$ cat config.mk
export PLATFORM = sky130hd
export DESIGN_NAME = ultrasonic_obstacle_avoid_sequencer_flat
export DESIGN_NICKNAME = d
export VERILOG_FILES = /design/src/design/uoas_pkg.sv /design/src/design/uoas_req_if.sv /design/src/design/uoas_rsp_if.sv /design/src/design/uoas_csr.sv /design/src/design/uoas_core.sv /design/src/design/ultrasonic_obstacle_avoid_sequencer.sv /design/src/flat_wrapper.sv
export SDC_FILE = /design/constraint.sdc
export NUM_CORES = 1
export LEC_CHECK = 0
export BUFFER_PORTS_ARGS = -buffer_cell sky130_fd_sc_hd__buf_2
export CORE_MARGIN = 2
export CORE_UTILIZATION = 50
export DETAILED_ROUTE_END_ITERATION = 16
export HOLD_SLACK_MARGIN = 0.1
export PLACE_DENSITY = 0.67
export SETUP_SLACK_MARGIN = 0.02
export SYNTH_ARGS = -nofsm -noshare
export SYNTH_HDL_FRONTEND = slang
export SYNTH_SLANG_ARGS = --single-unit
$ cat constraint.sdc
create_clock -name clock -period 12.5 [get_ports clock]
set_clock_uncertainty 0.05 [all_clocks]
set_input_delay 1.875 -clock clock [delete_from_list [all_inputs] [get_ports clock]]
set_output_delay 1.875 -clock clock [all_outputs]
set_load 0.05 [all_outputs]
$ cat src/design/uoas_pkg.sv
`timescale 1ns / 1ps
package uoas_pkg;

   // field and register widths
   localparam int THRESH_W = 10;
   localparam int MS_W     = 16;
   localparam int WIDTH_W  = 16;
   localparam int DIST_W   = 19;
   localparam int MUL_W    = 11;
   localparam int PROD_W   = WIDTH_W + MUL_W;
   localparam int FRAC_W   = 8;
   localparam int ADDR_W   = 4;
   localparam int DATA_W   = 32;

   // 1124/65536 cm per microsecond of round trip
   localparam logic [MUL_W-1:0] DIST_MUL = MUL_W'(1124);

   // motor line patterns: bit0 lf, bit1 lr, bit2 rf, bit3 rr
   localparam logic [3:0] LINES_STOP       = 4'h0;
   localparam logic [3:0] LINES_FORWARD    = 4'h5;
   localparam logic [3:0] LINES_TURN_RIGHT = 4'h9;

   // register indexes
   localparam logic [1:0] REG_THRESHOLD = 2'd0;
   localparam logic [1:0] REG_STOP      = 2'd1;
   localparam logic [1:0] REG_TURN      = 2'd2;
   localparam logic [1:0] REG_PAUSE     = 2'd3;

   // register reset values
   localparam logic [THRESH_W-1:0] THRESH_RST = THRESH_W'(30);
   localparam logic [MS_W-1:0]     STOP_RST   = MS_W'(500);
   localparam logic [MS_W-1:0]     TURN_RST   = MS_W'(700);
   localparam logic [MS_W-1:0]     PAUSE_RST  = MS_W'(100);

   typedef struct packed {
      logic [THRESH_W-1:0] threshold_cm;
      logic [MS_W-1:0]     stop_ms;
      logic [MS_W-1:0]     turn_ms;
      logic [MS_W-1:0]     pause_ms;
   } cfg_type;

   typedef struct packed {
      logic              trigger;
      logic              left_forward;
      logic              left_reverse;
      logic              right_forward;
      logic              right_reverse;
      logic              measure_done;
      logic [DIST_W-1:0] distance_q8;
   } rsp_type;

endpackage

$ cat src/design/uoas_req_if.sv
`timescale 1ns / 1ps
interface uoas_req_if;
   logic valid;
   logic ready;
   logic echo_level;

   modport source (output valid, output echo_level, input ready);
   modport sink (input valid, input echo_level, output ready);
endinterface

$ cat src/design/uoas_rsp_if.sv
`timescale 1ns / 1ps
interface uoas_rsp_if;
   import uoas_pkg::*;

   logic              valid;
   logic              ready;
   logic              trigger;
   logic              left_forward;
   logic              left_reverse;
   logic              right_forward;
   logic              right_reverse;
   logic              measure_done;
   logic [DIST_W-1:0] distance_q8;

   modport source (output valid, output trigger, output left_forward, output left_reverse,
                   output right_forward, output right_reverse, output measure_done,
                   output distance_q8, input ready);
   modport sink (input valid, input trigger, input left_forward, input left_reverse,
                 input right_forward, input right_reverse, input measure_done,
                 input distance_q8, output ready);
endinterface

$ cat src/design/uoas_csr.sv
`timescale 1ns / 1ps
module uoas_csr (
   input  logic                          clock,
   input  logic                          reset,
   input  logic                          psel,
   input  logic                          penable,
   input  logic                          pwrite,
   input  logic [uoas_pkg::ADDR_W-1:0]   paddr,
   input  logic [uoas_pkg::DATA_W-1:0]   pwdata,
   output logic [uoas_pkg::DATA_W-1:0]   prdata,
   output logic                          pready,
   output uoas_pkg::cfg_type             cfg
);
   import uoas_pkg::*;

   cfg_type    cfg_ff, cfg_in;
   logic [1:0] reg_idx;
   logic       wr_en;

   assign pready  = 1'b1;
   assign reg_idx = paddr[3:2];
   assign wr_en   = psel && penable && pwrite && pready;

   // register write decode
   always_comb begin
      cfg_in = cfg_ff;
      if (wr_en) begin
         unique case (reg_idx)
            REG_THRESHOLD: cfg_in.threshold_cm = pwdata[THRESH_W-1:0];
            REG_STOP:      cfg_in.stop_ms      = pwdata[MS_W-1:0];
            REG_TURN:      cfg_in.turn_ms      = pwdata[MS_W-1:0];
            REG_PAUSE:     cfg_in.pause_ms     = pwdata[MS_W-1:0];
            default:       cfg_in = cfg_ff;
         endcase
      end
   end

   always_ff @(posedge clock) begin
      if (reset) begin
         cfg_ff.threshold_cm <= THRESH_RST;
         cfg_ff.stop_ms      <= STOP_RST;
         cfg_ff.turn_ms      <= TURN_RST;
         cfg_ff.pause_ms     <= PAUSE_RST;
      end else begin
         cfg_ff <= cfg_in;
      end
   end

   // read mux
   always_comb begin
      unique case (reg_idx)
         REG_THRESHOLD: prdata = DATA_W'(cfg_ff.threshold_cm);
         REG_STOP:      prdata = DATA_W'(cfg_ff.stop_ms);
         REG_TURN:      prdata = DATA_W'(cfg_ff.turn_ms);
         REG_PAUSE:     prdata = DATA_W'(cfg_ff.pause_ms);
         default:       prdata = '0;
      endcase
   end

   assign cfg = cfg_ff;
endmodule

$ cat src/design/uoas_core.sv
`timescale 1ns / 1ps
module uoas_core #(
   parameter int TICKS_PER_MS = 1000,
   parameter int TRIG_LOW_US  = 2,
   parameter int TRIG_HIGH_US = 10,
   parameter int MICRO_W      = 10
) (
   input  logic              clock,
   input  logic              reset,
   input  logic              fire,
   input  logic              echo_level,
   input  uoas_pkg::cfg_type cfg,
   output uoas_pkg::rsp_type result
);
   import uoas_pkg::*;

   typedef enum logic [2:0] {
      PH_TRIG_LOW  = 3'd0,
      PH_TRIG_HIGH = 3'd1,
      PH_WAIT_RISE = 3'd2,
      PH_MEASURE   = 3'd3,
      PH_STOP      = 3'd4,
      PH_TURN      = 3'd5,
      PH_PAUSE     = 3'd6
   } phase_type;

   phase_type           phase_ff, phase_in;
   logic [MICRO_W-1:0]  micro_ff, micro_in;
   logic [MS_W-1:0]     milli_ff, milli_in;
   logic [WIDTH_W-1:0]  width_ff, width_in;
   logic [3:0]          lines_ff, lines_in;
   logic [DIST_W-1:0]   dist_ff, dist_in;
   rsp_type             result_ff, result_in;
   logic                done;

   logic [MICRO_W-1:0]  micro_inc;
   logic [MICRO_W-1:0]  wait_micro;
   logic [MS_W-1:0]     wait_milli;
   logic [MS_W-1:0]     wait_limit;
   logic                wait_end;
   logic [PROD_W-1:0]   prod;
   logic [DIST_W-1:0]   dist_calc;
   logic                go_forward;

   // shared millisecond wait counter
   assign micro_inc = micro_ff + MICRO_W'(1);
   always_comb begin
      case (phase_ff)
         PH_STOP: wait_limit = cfg.stop_ms;
         PH_TURN: wait_limit = cfg.turn_ms;
         default: wait_limit = cfg.pause_ms;
      endcase
      if (micro_inc >= MICRO_W'(TICKS_PER_MS)) begin
         wait_micro = '0;
         wait_milli = milli_ff + MS_W'(1);
      end else begin
         wait_micro = micro_inc;
         wait_milli = milli_ff;
      end
      wait_end = (wait_milli >= wait_limit);
   end

   // distance from echo width and forward decision
   assign prod       = PROD_W'(width_ff) * PROD_W'(DIST_MUL);
   assign dist_calc  = prod[PROD_W-1:FRAC_W];
   assign go_forward = dist_calc > DIST_W'({cfg.threshold_cm, {FRAC_W{1'b0}}});

   // phase sequencing
   always_comb begin
      phase_in = phase_ff;
      micro_in = micro_ff;
      milli_in = milli_ff;
      width_in = width_ff;
      lines_in = lines_ff;
      dist_in  = dist_ff;
      done     = 1'b0;
      unique case (phase_ff) inside
         PH_TRIG_LOW: begin
            micro_in = micro_inc;
            if (micro_inc >= MICRO_W'(TRIG_LOW_US)) begin
               phase_in = PH_TRIG_HIGH;
               micro_in = '0;
               milli_in = '0;
            end
         end
         PH_TRIG_HIGH: begin
            micro_in = micro_inc;
            if (micro_inc >= MICRO_W'(TRIG_HIGH_US)) begin
               phase_in = PH_WAIT_RISE;
               micro_in = '0;
               milli_in = '0;
            end
         end
         PH_WAIT_RISE: begin
            if (echo_level) begin
               width_in = WIDTH_W'(1);
               phase_in = PH_MEASURE;
               micro_in = '0;
               milli_in = '0;
            end
         end
         PH_MEASURE: begin
            if (echo_level) begin
               if (width_ff != {WIDTH_W{1'b1}}) begin
                  width_in = width_ff + WIDTH_W'(1);
               end
            end else begin
               dist_in  = dist_calc;
               done     = 1'b1;
               micro_in = '0;
               milli_in = '0;
               if (go_forward) begin
                  lines_in = LINES_FORWARD;
                  phase_in = PH_PAUSE;
               end else begin
                  lines_in = LINES_STOP;
                  phase_in = PH_STOP;
               end
            end
         end
         PH_STOP, PH_TURN, PH_PAUSE: begin
            micro_in = wait_micro;
            milli_in = wait_milli;
            if (wait_end) begin
               micro_in = '0;
               milli_in = '0;
               if (phase_ff == PH_STOP) begin
                  lines_in = LINES_TURN_RIGHT;
                  phase_in = PH_TURN;
               end else if (phase_ff == PH_TURN) begin
                  lines_in = LINES_STOP;
                  phase_in = PH_PAUSE;
               end else begin
                  phase_in = PH_TRIG_LOW;
               end
            end
         end
         default: begin
            phase_in = PH_TRIG_LOW;
            micro_in = '0;
            milli_in = '0;
         end
      endcase
   end

   // trigger and motor lines from the state at the start of the tick, done and distance from its update
   always_comb begin
      result_in.trigger       = (phase_ff == PH_TRIG_HIGH);
      result_in.left_forward  = lines_ff[0];
      result_in.left_reverse  = lines_ff[1];
      result_in.right_forward = lines_ff[2];
      result_in.right_reverse = lines_ff[3];
      result_in.measure_done  = done;
      result_in.distance_q8   = dist_in;
   end

   // phase state and result register
   always_ff @(posedge clock) begin
      if (reset) begin
         phase_ff <= PH_TRIG_LOW;
         micro_ff <= '0;
         milli_ff <= '0;
         width_ff <= '0;
         lines_ff <= LINES_STOP;
         dist_ff  <= '0;
      end else if (fire) begin
         phase_ff  <= phase_in;
         micro_ff  <= micro_in;
         milli_ff  <= milli_in;
         width_ff  <= width_in;
         lines_ff  <= lines_in;
         dist_ff   <= dist_in;
         result_ff <= result_in;
      end
   end

   assign result = result_ff;
endmodule

$ cat src/design/ultrasonic_obstacle_avoid_sequencer.sv
`timescale 1ns / 1ps
// channel   dir  handshake       payload
// req       in   valid / ready   echo_level
// rsp       out  valid / ready   trigger, motor lines, measure_done, distance_q8
// csr       in   apb psel/pen    threshold_cm, stop_ms, turn_ms, pause_ms
//
// one request per clock while rsp is not stalled; its result is registered in an input register
// and then a result register around one tick of logic.
// the critical path is the 16x11 distance multiply and threshold compare.
// reset is synchronous and active high and returns the valid, core state and config registers to their defaults.
// a stalled rsp holds the result; req keeps accepting while the input stage can move.
module ultrasonic_obstacle_avoid_sequencer #(
   parameter int TICKS_PER_MS = 1000,
   parameter int TRIG_LOW_US  = 2,
   parameter int TRIG_HIGH_US = 10
) (
   input  logic                        clock,
   input  logic                        reset,
   uoas_req_if.sink                    req,
   uoas_rsp_if.source                  rsp,
   input  logic                        psel,
   input  logic                        penable,
   input  logic                        pwrite,
   input  logic [uoas_pkg::ADDR_W-1:0] paddr,
   input  logic [uoas_pkg::DATA_W-1:0] pwdata,
   output logic [uoas_pkg::DATA_W-1:0] prdata,
   output logic                        pready
);
   import uoas_pkg::*;

   localparam int TRIG_MAX  = (TRIG_LOW_US > TRIG_HIGH_US) ? TRIG_LOW_US : TRIG_HIGH_US;
   localparam int COUNT_MAX = (TICKS_PER_MS > TRIG_MAX) ? TICKS_PER_MS : TRIG_MAX;
   localparam int MICRO_W   = $clog2(COUNT_MAX + 1);

   cfg_type cfg;
   rsp_type result;
   logic    in_valid_ff, in_valid_in;
   logic    in_echo_ff;
   logic    out_valid_ff, out_valid_in;
   logic    fire;
   logic    req_take;

   // pipeline handshake
   assign fire      = in_valid_ff && (!out_valid_ff || rsp.ready);
   assign req.ready = !in_valid_ff || fire;
   assign req_take  = req.valid && req.ready;

   always_comb begin
      in_valid_in  = in_valid_ff;
      out_valid_in = out_valid_ff;
      if (req_take) begin
         in_valid_in = 1'b1;
      end else if (fire) begin
         in_valid_in = 1'b0;
      end
      if (fire) begin
         out_valid_in = 1'b1;
      end else if (rsp.ready) begin
         out_valid_in = 1'b0;
      end
   end

   always_ff @(posedge clock) begin
      if (reset) begin
         in_valid_ff  <= 1'b0;
         out_valid_ff <= 1'b0;
      end else begin
         in_valid_ff  <= in_valid_in;
         out_valid_ff <= out_valid_in;
      end
   end

   // input register payload
   always_ff @(posedge clock) begin
      if (req_take) begin
         in_echo_ff <= req.echo_level;
      end
   end

   uoas_csr u_csr (
      .clock   (clock),
      .reset   (reset),
      .psel    (psel),
      .penable (penable),
      .pwrite  (pwrite),
      .paddr   (paddr),
      .pwdata  (pwdata),
      .prdata  (prdata),
      .pready  (pready),
      .cfg     (cfg)
   );

   uoas_core #(
      .TICKS_PER_MS (TICKS_PER_MS),
      .TRIG_LOW_US  (TRIG_LOW_US),
      .TRIG_HIGH_US (TRIG_HIGH_US),
      .MICRO_W      (MICRO_W)
   ) u_core (
      .clock      (clock),
      .reset      (reset),
      .fire       (fire),
      .echo_level (in_echo_ff),
      .cfg        (cfg),
      .result     (result)
   );

   assign rsp.valid         = out_valid_ff;
   assign rsp.trigger       = result.trigger;
   assign rsp.left_forward  = result.left_forward;
   assign rsp.left_reverse  = result.left_reverse;
   assign rsp.right_forward = result.right_forward;
   assign rsp.right_reverse = result.right_reverse;
   assign rsp.measure_done  = result.measure_done;
   assign rsp.distance_q8   = result.distance_q8;
endmodule

$ cat src/flat_wrapper.sv
// flat-port wrapper written by rule: the top's interface ports become plain ports
module ultrasonic_obstacle_avoid_sequencer_flat import uoas_pkg::*;
#(
   parameter int TICKS_PER_MS = 1000,
   parameter int TRIG_LOW_US  = 2,
   parameter int TRIG_HIGH_US = 10
)
  (clock, reset, psel, penable, pwrite, paddr, pwdata, prdata, pready, req_valid, req_echo_level, req_ready, rsp_valid, rsp_trigger, rsp_left_forward, rsp_left_reverse, rsp_right_forward, rsp_right_reverse, rsp_measure_done, rsp_distance_q8, rsp_ready);
  uoas_req_if req_i ();
  uoas_rsp_if rsp_i ();
  input  logic clock;
  input  logic reset;
  input  logic psel;
  input  logic penable;
  input  logic pwrite;
  input  logic [uoas_pkg::ADDR_W-1:0] paddr;
  input  logic [uoas_pkg::DATA_W-1:0] pwdata;
  output logic [uoas_pkg::DATA_W-1:0] prdata;
  output logic pready;
  input wire logic [$bits(req_i.valid)-1:0] req_valid;
  input wire logic [$bits(req_i.echo_level)-1:0] req_echo_level;
  output wire logic [$bits(req_i.ready)-1:0] req_ready;
  output wire logic [$bits(rsp_i.valid)-1:0] rsp_valid;
  output wire logic [$bits(rsp_i.trigger)-1:0] rsp_trigger;
  output wire logic [$bits(rsp_i.left_forward)-1:0] rsp_left_forward;
  output wire logic [$bits(rsp_i.left_reverse)-1:0] rsp_left_reverse;
  output wire logic [$bits(rsp_i.right_forward)-1:0] rsp_right_forward;
  output wire logic [$bits(rsp_i.right_reverse)-1:0] rsp_right_reverse;
  output wire logic [$bits(rsp_i.measure_done)-1:0] rsp_measure_done;
  output wire logic [$bits(rsp_i.distance_q8)-1:0] rsp_distance_q8;
  input wire logic [$bits(rsp_i.ready)-1:0] rsp_ready;
  assign req_i.valid = req_valid;
  assign req_i.echo_level = req_echo_level;
  assign req_ready = req_i.ready;
  assign rsp_valid = rsp_i.valid;
  assign rsp_trigger = rsp_i.trigger;
  assign rsp_left_forward = rsp_i.left_forward;
  assign rsp_left_reverse = rsp_i.left_reverse;
  assign rsp_right_forward = rsp_i.right_forward;
  assign rsp_right_reverse = rsp_i.right_reverse;
  assign rsp_measure_done = rsp_i.measure_done;
  assign rsp_distance_q8 = rsp_i.distance_q8;
  assign rsp_i.ready = rsp_ready;
  ultrasonic_obstacle_avoid_sequencer #(.TICKS_PER_MS(TICKS_PER_MS), .TRIG_LOW_US(TRIG_LOW_US), .TRIG_HIGH_US(TRIG_HIGH_US)) u_core (.clock(clock), .reset(reset), .req(req_i), .rsp(rsp_i), .psel(psel), .penable(penable), .pwrite(pwrite), .paddr(paddr), .pwdata(pwdata), .prdata(prdata), .pready(pready));
endmodule
After elaboration in Yosys (flattened, before gate mapping) --
Index checks and enable logic that the tools add are counted.
Operators by class: $add $sub $neg 3, $mul 1, $lt $le $gt $ge 5, equal/unequal tests 18, muxes and demuxes 42, bitwise gates (word level) 1, reduce and logical (&&, ||, !) cells 25
Operator list (number):
- 2-to-1 mux 16 bit | 9
- one-hot mux 32 bit (4 select lines) | 1
- one-hot mux 16 bit (5 select lines) | 1
- one-hot mux 16 bit (2 select lines) | 2
- 2-to-1 mux 10 bit | 6
- one-hot mux 10 bit (5 select lines) | 1
- 2-to-1 mux 19 bit | 2
- adder 16 x 1 -> 16 bit, second input constant | 2
- multiplier 16 x 9 -> 25 bit, second input constant | 1
- 2-to-1 mux 3 bit | 8
- > comparator 19 x 18 -> 1 bit | 1
- >= comparator 16 bit | 1
- 2-to-1 mux 4 bit | 4
- inequality test 16 bit, second input constant | 1
- one-hot mux 3 bit (5 select lines) | 1
- AND reduction 5 bit | 3
- adder 10 x 1 -> 10 bit, second input constant | 1
- >= comparator 10 bit, second input constant | 1
- >= comparator 10 x 2 -> 1 bit, second input constant | 1
- >= comparator 10 x 4 -> 1 bit, second input constant | 1
- inequality test 2 x 1 -> 1 bit, second input constant | 5
- AND reduction 2 bit | 5
- == test 3 bit, second input constant | 3
- one-hot mux 4 bit (2 select lines) | 1
- 18 further kinds | 33
Word-level totals: flip-flop bits (word level) 154, input port bits 44, output and inout port bits 60, word-level logic and storage cells 115

Longest topological paths before layout --
Gate-level depths: netlist (run 1).
word-level depth 6, depth in mapped cells 23, depth with buffers taken out 23

Cells and area by module --
A second synthesis (run 1) with hierarchy kept.
Unflattened totals: cells, all modules 1152, area, all modules 10543.9 um^2
By module, submodules not included:
- uoas_core | times used 1, cells each 872, area an instance 7528.5 um^2
- uoas_csr | times used 1, cells each 269, area an instance 2881.5 um^2
- ultrasonic_obstacle_avoid_sequencer | times used 1, cells each 11, area an instance 133.9 um^2

Worst setup path after synthesis (run 1) --
OpenSTA, ideal clock, no wires.
path kind register to register, start point register u_core.u_core.width_ff[6], end point register u_core.u_core.lines_ff[0], arrival time 5671 ps, required time 12320 ps, slack 6650 ps, cell stages (with the launch flop) 23, path buffers 0, period minus slack after synthesis 5850 ps, path through dfxtp_1 > ha_1 > ha_1 > inv_1 > fa_1 > fa_1 > inv_1 > ha_1 > a21o_1 > or4_1 > o211a_1 > a211oi_2 > nor2_1 > xnor2_1 > inv_1 > ha_1 > nand4_1 > or4_1 > a2111oi_0 > and4_1 > o211ai_1 > a221oi_1 > nor3_1
Between the ends: word-level cells in the longest chain between the ends 5
RTL lines:
- from (decl) | RTL line uoas_core.sv:30 | logic [WIDTH_W-1:0] width_ff, width_in;
- from (signal assigned) | RTL line uoas_core.sv:170 | width_ff <= width_in;
- multiplier 16 x 9 -> 25 bit | RTL line uoas_core.sv:64 | assign prod = PROD_W'(width_ff) * PROD_W'(DIST_MUL);
- > comparator 19 x 18 -> 1 bit | RTL line uoas_core.sv:66 | assign go_forward = dist_calc > DIST_W'({cfg.threshold_cm, {FRAC_W{1'b0}}});
- 2-to-1 mux 3 bit | RTL line uoas_core.sv:112 | if (go_forward) begin
- 2-to-1 mux 4 bit | RTL line uoas_core.sv:103 | if (echo_level) begin
- one-hot mux 4 bit (2 select lines) | RTL line uoas_core.sv:77 | unique case (phase_ff) inside
- to (signal assigned) | RTL line uoas_core.sv:171 | lines_ff <= lines_in;
- to (decl) | RTL line uoas_core.sv:31 | logic [3:0] lines_ff, lines_in;
No other way between the ends. The select of a mux whose other input is x is not followed. A chain may end at the register's enable or synchronous reset.

Worst setup path after layout (run 1) --
start point register u_core.u_core.width_ff[9], end point register u_core.u_core.lines_ff[0]
The elaborated chain is that of the path after synthesis.

==> metrics, run 1 <==
Hold EP=u_core.u_core.result[23]; Final Hold Fails=0; hpwl dp=17.3 mm; period utilization=0.548; CTS Buf Count=17; Pint=0.000911 W; H-tree Lvls=4; sequential fraction of the synthesis area=0.325; Flop pwr share=0.428; Setup TNS Final=0 ns; Setup crit start kind=register; die area=0.0214 mm^2; relative slew slack=0.291; Clk Latency, worst-skew pair=0.43 ns; Cell Area, Synth=0.0101 mm^2; # Post-CTS Setup Buffers=0; CTS root buf=clkbuf_16; TritonCTS clock tree=yes; actual slew at the worst max-slew pin=1.06 ns; die width=146 um; ANT nets after route=0; Area contributors post-synth=dfxtp_1, ha_1, edfxtp_1; DP Worst Slack=5.73 ns; status=completed; FF-to-FF setup slack=5.65 ns; peak supply drop=0.0000810 V; initial antenna violation count=2; worst hold start=u_core.u_core.lines_ff[0]; Post-synth EDFFs=25; CTS resizes=0; Gate power share=0.071; RSZ-0062 raised after global routing=no; Leakage Power=4.94 nW; Worst EP required=12.75 ns; dominant cell type by area after synthesis=dfxtp_1; clock share of power=0.501; RePlAce Congestion=0.868; Synth-to-Final Area Change=10.8%; Die Ht=146 um; Synth Area per Inst=8.64 um^2; layout cells sized above 1=0.124; first-pass GRT wire length=40.3 mm; CP Capture Type=register; area of the core=0.0200 mm^2; Final setup viols=0; Final Slew Violations=0; Routed WL per cell=16.5 um; final wirelength=24.6 mm; GRT Overall Usage=0.234; vias in the first global route=8020; GR Overflow Total=0; largest net degree at the start of global routing=94; Ports=104; worst min-delay path category=register to register; Syn Inst Count=1173; post-layout power=0.00119 W; min cycle time layout=6.85 ns; Buffers on Ports=67; Synth top area share=0.251; Reg2Reg Depth=22; Initial Util=0.506; r2r endpoint=u_core.u_core.lines_ff[0]; Syn. warnings=0; Sw Share=0.234; Worst EP arrival=7.10 ns; Max Root-Sink Buffers=2; antenna cells=0; Via Count=8239; utilization after layout=0.561; Post-synth top flop=dfxtp_1; Nets=1371; power density over the cells=106 mW/mm^2; FF+latch count, synth=152; hold path depth=0; commonest cells after routing, fill and taps aside=nand2_1, dfxtp_1, a21oi_1; Fmax=146 MHz; Synth cell types=75; clock slew at reported path FFs=0.06 ns; Max-Cap Viols=0; worst setup margin=5.65 ns; commonest non-fill, non-tap cell in the layout=nand2_1; clock sink count=152; site row count=52; Post-synth ARST share=0; DRC=0; drt first pass iters=5; Crit Path Class=register to register; NetSw=0.000279 W; Reg2Reg Launch Point=u_core.u_core.width_ff[9]; critical path peak fanout=5; First DRT Iteration DRCs=437; hold buffer count at cts=0; DR vias/cell=5.53
-- synthesized netlist by cell type, types with 13 or more instances --
cell / n
nand2_1: 175
dfxtp_1: 127
a21oi_1: 97
ha_1: 96
nor2_1: 92
inv_1: 84
clkbuf_1: 43
o21ai_0: 32
xnor2_1: 27
edfxtp_1: 25
mux2i_1: 25
fa_1: 23
xor2_1: 20
nand3_1: 19
nand3b_1: 19
nand4_1: 19
buf_4: 18
a21o_1: 17
and3_1: 14
nor3_1: 14
nand2b_1: 13
-- per-layer routing --
layer / global-route usage / wire length, um / vias to the layer above / part of all wire
met1: 0.299 / 11000 / 3913 / 0.45
met4: 0.0796 / 544 / 4 / 0.022
met2: 0.399 / 12000 / 180 / 0.49
met3: 0.0438 / 999 / 41 / 0.041
li1: - / - / 4101 / -
met5: 0 / 24 / - / 0.00097
-- cells by family (layout without fill, tap and decap cells) --
logic type | after synthesis | in the layout | synth area share
compound gates | 220 | 220 | 0.136
xor+xnor | 47 | 47 | 0.0406
fa+ha+maj | 120 | 120 | 0.165
buf+inv | 159 | 191 | 0.0689
flops | 152 | 152 | 0.325
mux | 46 | 46 | 0.0595
other cells | 2 | 18 | 0.000741
simple gates | 427 | 427 | 0.204
-- metrics by stage --
step | hold WS [ns] | cells | area, um^2
after floorplan | 0.358 | 1189 | 10200
after global placement | 0.368 | 1459 | 10600
after detailed placement | 0.377 | 1459 | 10600
after CTS | 0.388 | 1491 | 11200
after global routing | 0.404 | 1491 | 11200
final | 0.391 | 1491 | 11200
-- area by class of cell --
class | instances | area (um^2)
Clock buffer | 23 | 500
Clock inverter | 9 | 181
Fill cell | 1879 | 8800
Inverter | 85 | 319
Multi-Input combinational cell | 878 | 6220
Sequential cell | 152 | 3290
Tap cell | 270 | 338
Timing Repair Buffer | 74 | 390
-- sequential cells by signal (all words and copies together), names as in the netlist --
register and count:
u_core.u_csr.cfg 58, u_core.u_core.lines_ff 3, u_core.in_valid_ff 1, u_core.u_core.width_ff 16, u_core.u_core.milli_ff 16, u_core.u_core.micro_ff 10
u_core.u_core.dist_ff 19, u_core.rsp.valid 1, u_core.in_echo_ff 1, u_core.u_core.phase_ff 3, u_core.u_core.result 24
-- worst max-delay path, stage by stage (launching register included) --
cell,delay (ns)
dfxtp_1,0.51
ha_1,0.29
ha_1,0.30
fa_1,0.54
inv_1,0.05
fa_1,0.56
inv_1,0.06
ha_1,0.34
and2_1,0.17
a221oi_1,0.49
a21boi_0,0.30
o31ai_1,0.33
a21oi_1,0.14
xnor2_1,0.24
inv_1,0.07
ha_1,0.27
nand2_1,0.08
or4_1,0.61
a2111oi_0,0.40
and4_1,0.31
o211ai_1,0.16
a221oi_1,0.37
nor3_1,0.09
-- power groups by stage --
stage	clock [W]	combinational (W)	sequential, W
after floorplan	0	0.0000590	0.000528
after global placement	0	0.0000839	0.000520
after detailed placement	0	0.0000842	0.000520
after CTS	0.000607	0.0000846	0.000509
after global routing	0.000625	0.0000906	0.000510
final	0.000597	0.0000844	0.000509
-- how the worst max path moves through the flow --
stage,endpoint,from,cells past startpoint
floorplan,u_core.u_core.lines_ff[0],u_core.u_core.width_ff[6],22
global placement,u_core.u_core.lines_ff[0],u_core.u_core.width_ff[6],22
detailed placement,u_core.u_core.lines_ff[0],u_core.u_core.width_ff[6],22
CTS,u_core.u_core.lines_ff[0],u_core.u_core.width_ff[6],22
global route,u_core.u_core.lines_ff[0],u_core.u_core.width_ff[10],22
finish,u_core.u_core.lines_ff[0],u_core.u_core.width_ff[9],22
(Power assumes the default switching activity.)
==> inputs of run 2 (changes only) <==
Settings changed: ABC_AREA set to 1, PLACE_DENSITY 0.67 to 0.7.
Clock period 12.5 ns to 5.8 ns, I/O delays scaled along.
==> metrics, run 2 <==
status=completed (unchanged); Die Ht=149 um (was 146 um); commonest cells after routing, fill and taps aside=nand2_1, inv_1, nor2_1 (was nand2_1, dfxtp_1, a21oi_1); Initial Util=0.505 (was 0.506); Reg2Reg Depth=27 (was 22); Crit Path Class=register to register (unchanged); drt first pass iters=5 (unchanged); Pint=0.00173 W (was 0.000911 W); FF/Latch Area=0.00329 mm^2 (unchanged); first-pass GRT wire length=42.8 mm (was 40.3 mm); NetSw=0.000742 W (was 0.000279 W); Sw Share=0.300 (was 0.234); area of the core=0.0209 mm^2 (was 0.0200 mm^2); RePlAce Congestion=0.931 (was 0.868); Buffers on Ports=67 (unchanged); H-tree Lvls=4 (unchanged); Syn Inst Count=1474 (was 1173); DR vias/cell=5.24 (was 5.53); sequential fraction of the synthesis area=0.312 (was 0.325); Nets=1692 (was 1371); RSZ-0062 raised after global routing=no (unchanged); Via Count=9520 (was 8239); GRT Overall Usage=0.240 (was 0.234); GR Overflow Total=0 (unchanged); power density over the cells=212 mW/mm^2 (was 106 mW/mm^2); worst hold start=u_core.u_core.lines_ff[2] (was u_core.u_core.lines_ff[0]); period utilization=0.891 (was 0.548); actual slew at the worst max-slew pin=0.888 ns (was 1.06 ns); Clk Latency, worst-skew pair=0.45 ns (was 0.43 ns); min cycle time layout=5.17 ns (was 6.85 ns); CP peak stage delay=0.54 ns (was 0.61 ns); Fillers=1971 (was 1879); First DRT Iteration DRCs=636 (was 437); worst setup path end=u_core.u_core.lines_ff[2] (was u_core.u_core.lines_ff[0]); initial antenna violation count=0 (was 2); clock sink count=152 (unchanged); Reg2Reg Launch Point=u_core.u_core.width_ff[5] (was u_core.u_core.width_ff[9]); die area=0.0223 mm^2 (was 0.0214 mm^2); Final Slew Violations=0 (unchanged); Final Hold Fails=0 (unchanged); FF-to-FF setup slack=0.63 ns (was 5.65 ns); final wirelength=26.1 mm (was 24.6 mm); Worst EP required=6.03 ns (was 12.75 ns); largest net degree at the start of global routing=71 (was 94); critical path depth=27 (was 22); Max-Cap Viols=0 (unchanged); clock slew at reported path FFs=0.07 ns (was 0.06 ns); Syn. warnings=0 (unchanged); Synth top area share=0.241 (was 0.251); CTS Buf Count=17 (unchanged); Synth Area per Inst=7.16 um^2 (was 8.64 um^2); clock share of power=0.458 (was 0.501); FF+latch count, synth=152 (unchanged); site row count=53 (was 52); antenna cells=0 (unchanged); hpwl dp=19.3 mm (was 17.3 mm); die width=149 um (was 146 um); commonest non-fill, non-tap cell in the layout=nand2_1 (unchanged); critical path peak fanout=6 (was 5); CP Capture Type=register (unchanged); Worst EP arrival=5.40 ns (was 7.10 ns); Synth-to-Final Area Change=10.7% (was 10.8%); Ports=104 (unchanged); Post-synth EDFFs=25 (unchanged); post-layout power=0.00248 W (was 0.00119 W); CP delay by family, top=adder cells (unchanged); Area contributors post-synth=dfxtp_1, ha_1, nand2_1 (was dfxtp_1, ha_1, edfxtp_1); CTS root buf=clkbuf_16 (unchanged); relative slew slack=0.406 (was 0.291); top cells by count, synth=nand2_1, inv_1, nor2_1 (was nand2_1, dfxtp_1, a21oi_1); count leader, synth=nand2_1 (unchanged); Post-synth ARST share=0 (unchanged); TritonCTS clock tree=yes (unchanged); peak supply drop=0.000187 V (was 0.0000810 V); worst setup margin=0.635 ns (was 5.65 ns); max FFs per register=58 (unchanged); CP Launch Point=u_core.u_core.width_ff[5] (was u_core.u_core.width_ff[9]); Fmax=194 MHz (was 146 MHz); worst min-delay path category=register to register (unchanged); Routed WL per cell=14.4 um (was 16.5 um); final instance area=0.0117 mm^2 (was 0.0112 mm^2); Leakage Power=5.84 nW (was 4.94 nW); Max Root-Sink Buffers=2 (unchanged); DRC=0 (unchanged); CP max-delay cell=fa_1 (was or4_1); CP most frequent cell=nand2_1 (was ha_1); Cell Area, Synth=0.0106 mm^2 (was 0.0101 mm^2); vias in the first global route=8940 (was 8020); Post-DP Area=0.0111 mm^2 (was 0.0106 mm^2); Post-synth top flop=dfxtp_1 (unchanged); # Post-CTS Setup Buffers=0 (unchanged); dominant cell type by area after synthesis=dfxtp_1 (unchanged); layout cells sized above 1=0.110 (was 0.124); Setup TNS Final=0 ns (unchanged); ANT nets after route=0 (unchanged); Synth cell types=49 (was 75); Final setup viols=0 (unchanged); Flop pwr share=0.450 (was 0.428); CTS resizes=0 (unchanged); CP Buf/Inv Count=3 (unchanged); DP Worst Slack=0.709 ns (was 5.73 ns); r2r endpoint=u_core.u_core.lines_ff[2] (was u_core.u_core.lines_ff[0]); Gate power share=0.092 (was 0.071); Setup crit start kind=register (unchanged); area taken by multi-input logic gates=0.00608 mm^2 (was 0.00622 mm^2); hold buffer count at cts=0 (unchanged)
[run 2: area by class of cell]
class                   instances  share of cell area
clock buffers                  17              0.0364
clock inverters                15              0.0159
inverters                     243              0.0782
multi-input cells            1035               0.521
flip-flops and latches        152               0.282
well taps                     275              0.0295
repair buffers                 80              0.0371
[run 2: layer usage]
layer / vias up / part of all wire / track usage
met3: 39 / 0.043 / 0.0468
met2: 192 / 0.50 / 0.431
met1: 4423 / 0.43 / 0.291
li1: 4866 / - / -
met4: 0 / 0.019 / 0.0738
met5: - / 0 / 0
[run 2: power groups by stage]
stage          clock network, W  registers (W)  logic, W
3_5_place_dp                  0        0.00114  0.000226
3_3_place_gp                  0        0.00114  0.000223
6_report                0.00113        0.00111  0.000227
2_1_floorplan                 0        0.00115  0.000158
5_1_grt                 0.00119        0.00112  0.000247
4_1_cts                 0.00115        0.00111  0.000227
[run 2: metrics by stage]
step / hold slack [ns] / utilization / std cells
after CTS: 0.401 / 0.559 / 1817
after floorplan: 0.359 / - / 1490
after global placement: 0.381 / 0.530 / 1785
final: 0.391 / 0.559 / 1817
after global routing: 0.413 / 0.559 / 1817
after detailed placement: 0.389 / 0.530 / 1785
[run 2: how the worst min path moves through the flow]
stage | endpoint | slack (ns) | cells past startpoint
floorplan | u_core.u_core.result[20] | 0.36 | 0
global placement | u_core.u_core.result[21] | 0.38 | 0
detailed placement | u_core.u_core.result[21] | 0.39 | 0
CTS | u_core.u_core.result[21] | 0.40 | 0
global route | u_core.u_core.result[21] | 0.41 | 0
finish | u_core.u_core.result[21] | 0.39 | 0
[run 2: logic make-up (layout without fill, tap and decap cells)]
kind of cell	count (synthesis)	after routing	share of synthesized area
AND/OR/NAND/NOR	607	607	0.248
buffers and inverters	303	355	0.117
AO/OA/AOI/OAI	264	264	0.142
flip-flops	152	152	0.312
adder cells (fa/ha/maj)	119	119	0.157
XOR/XNOR	27	27	0.0224
other	2	18	0.000712
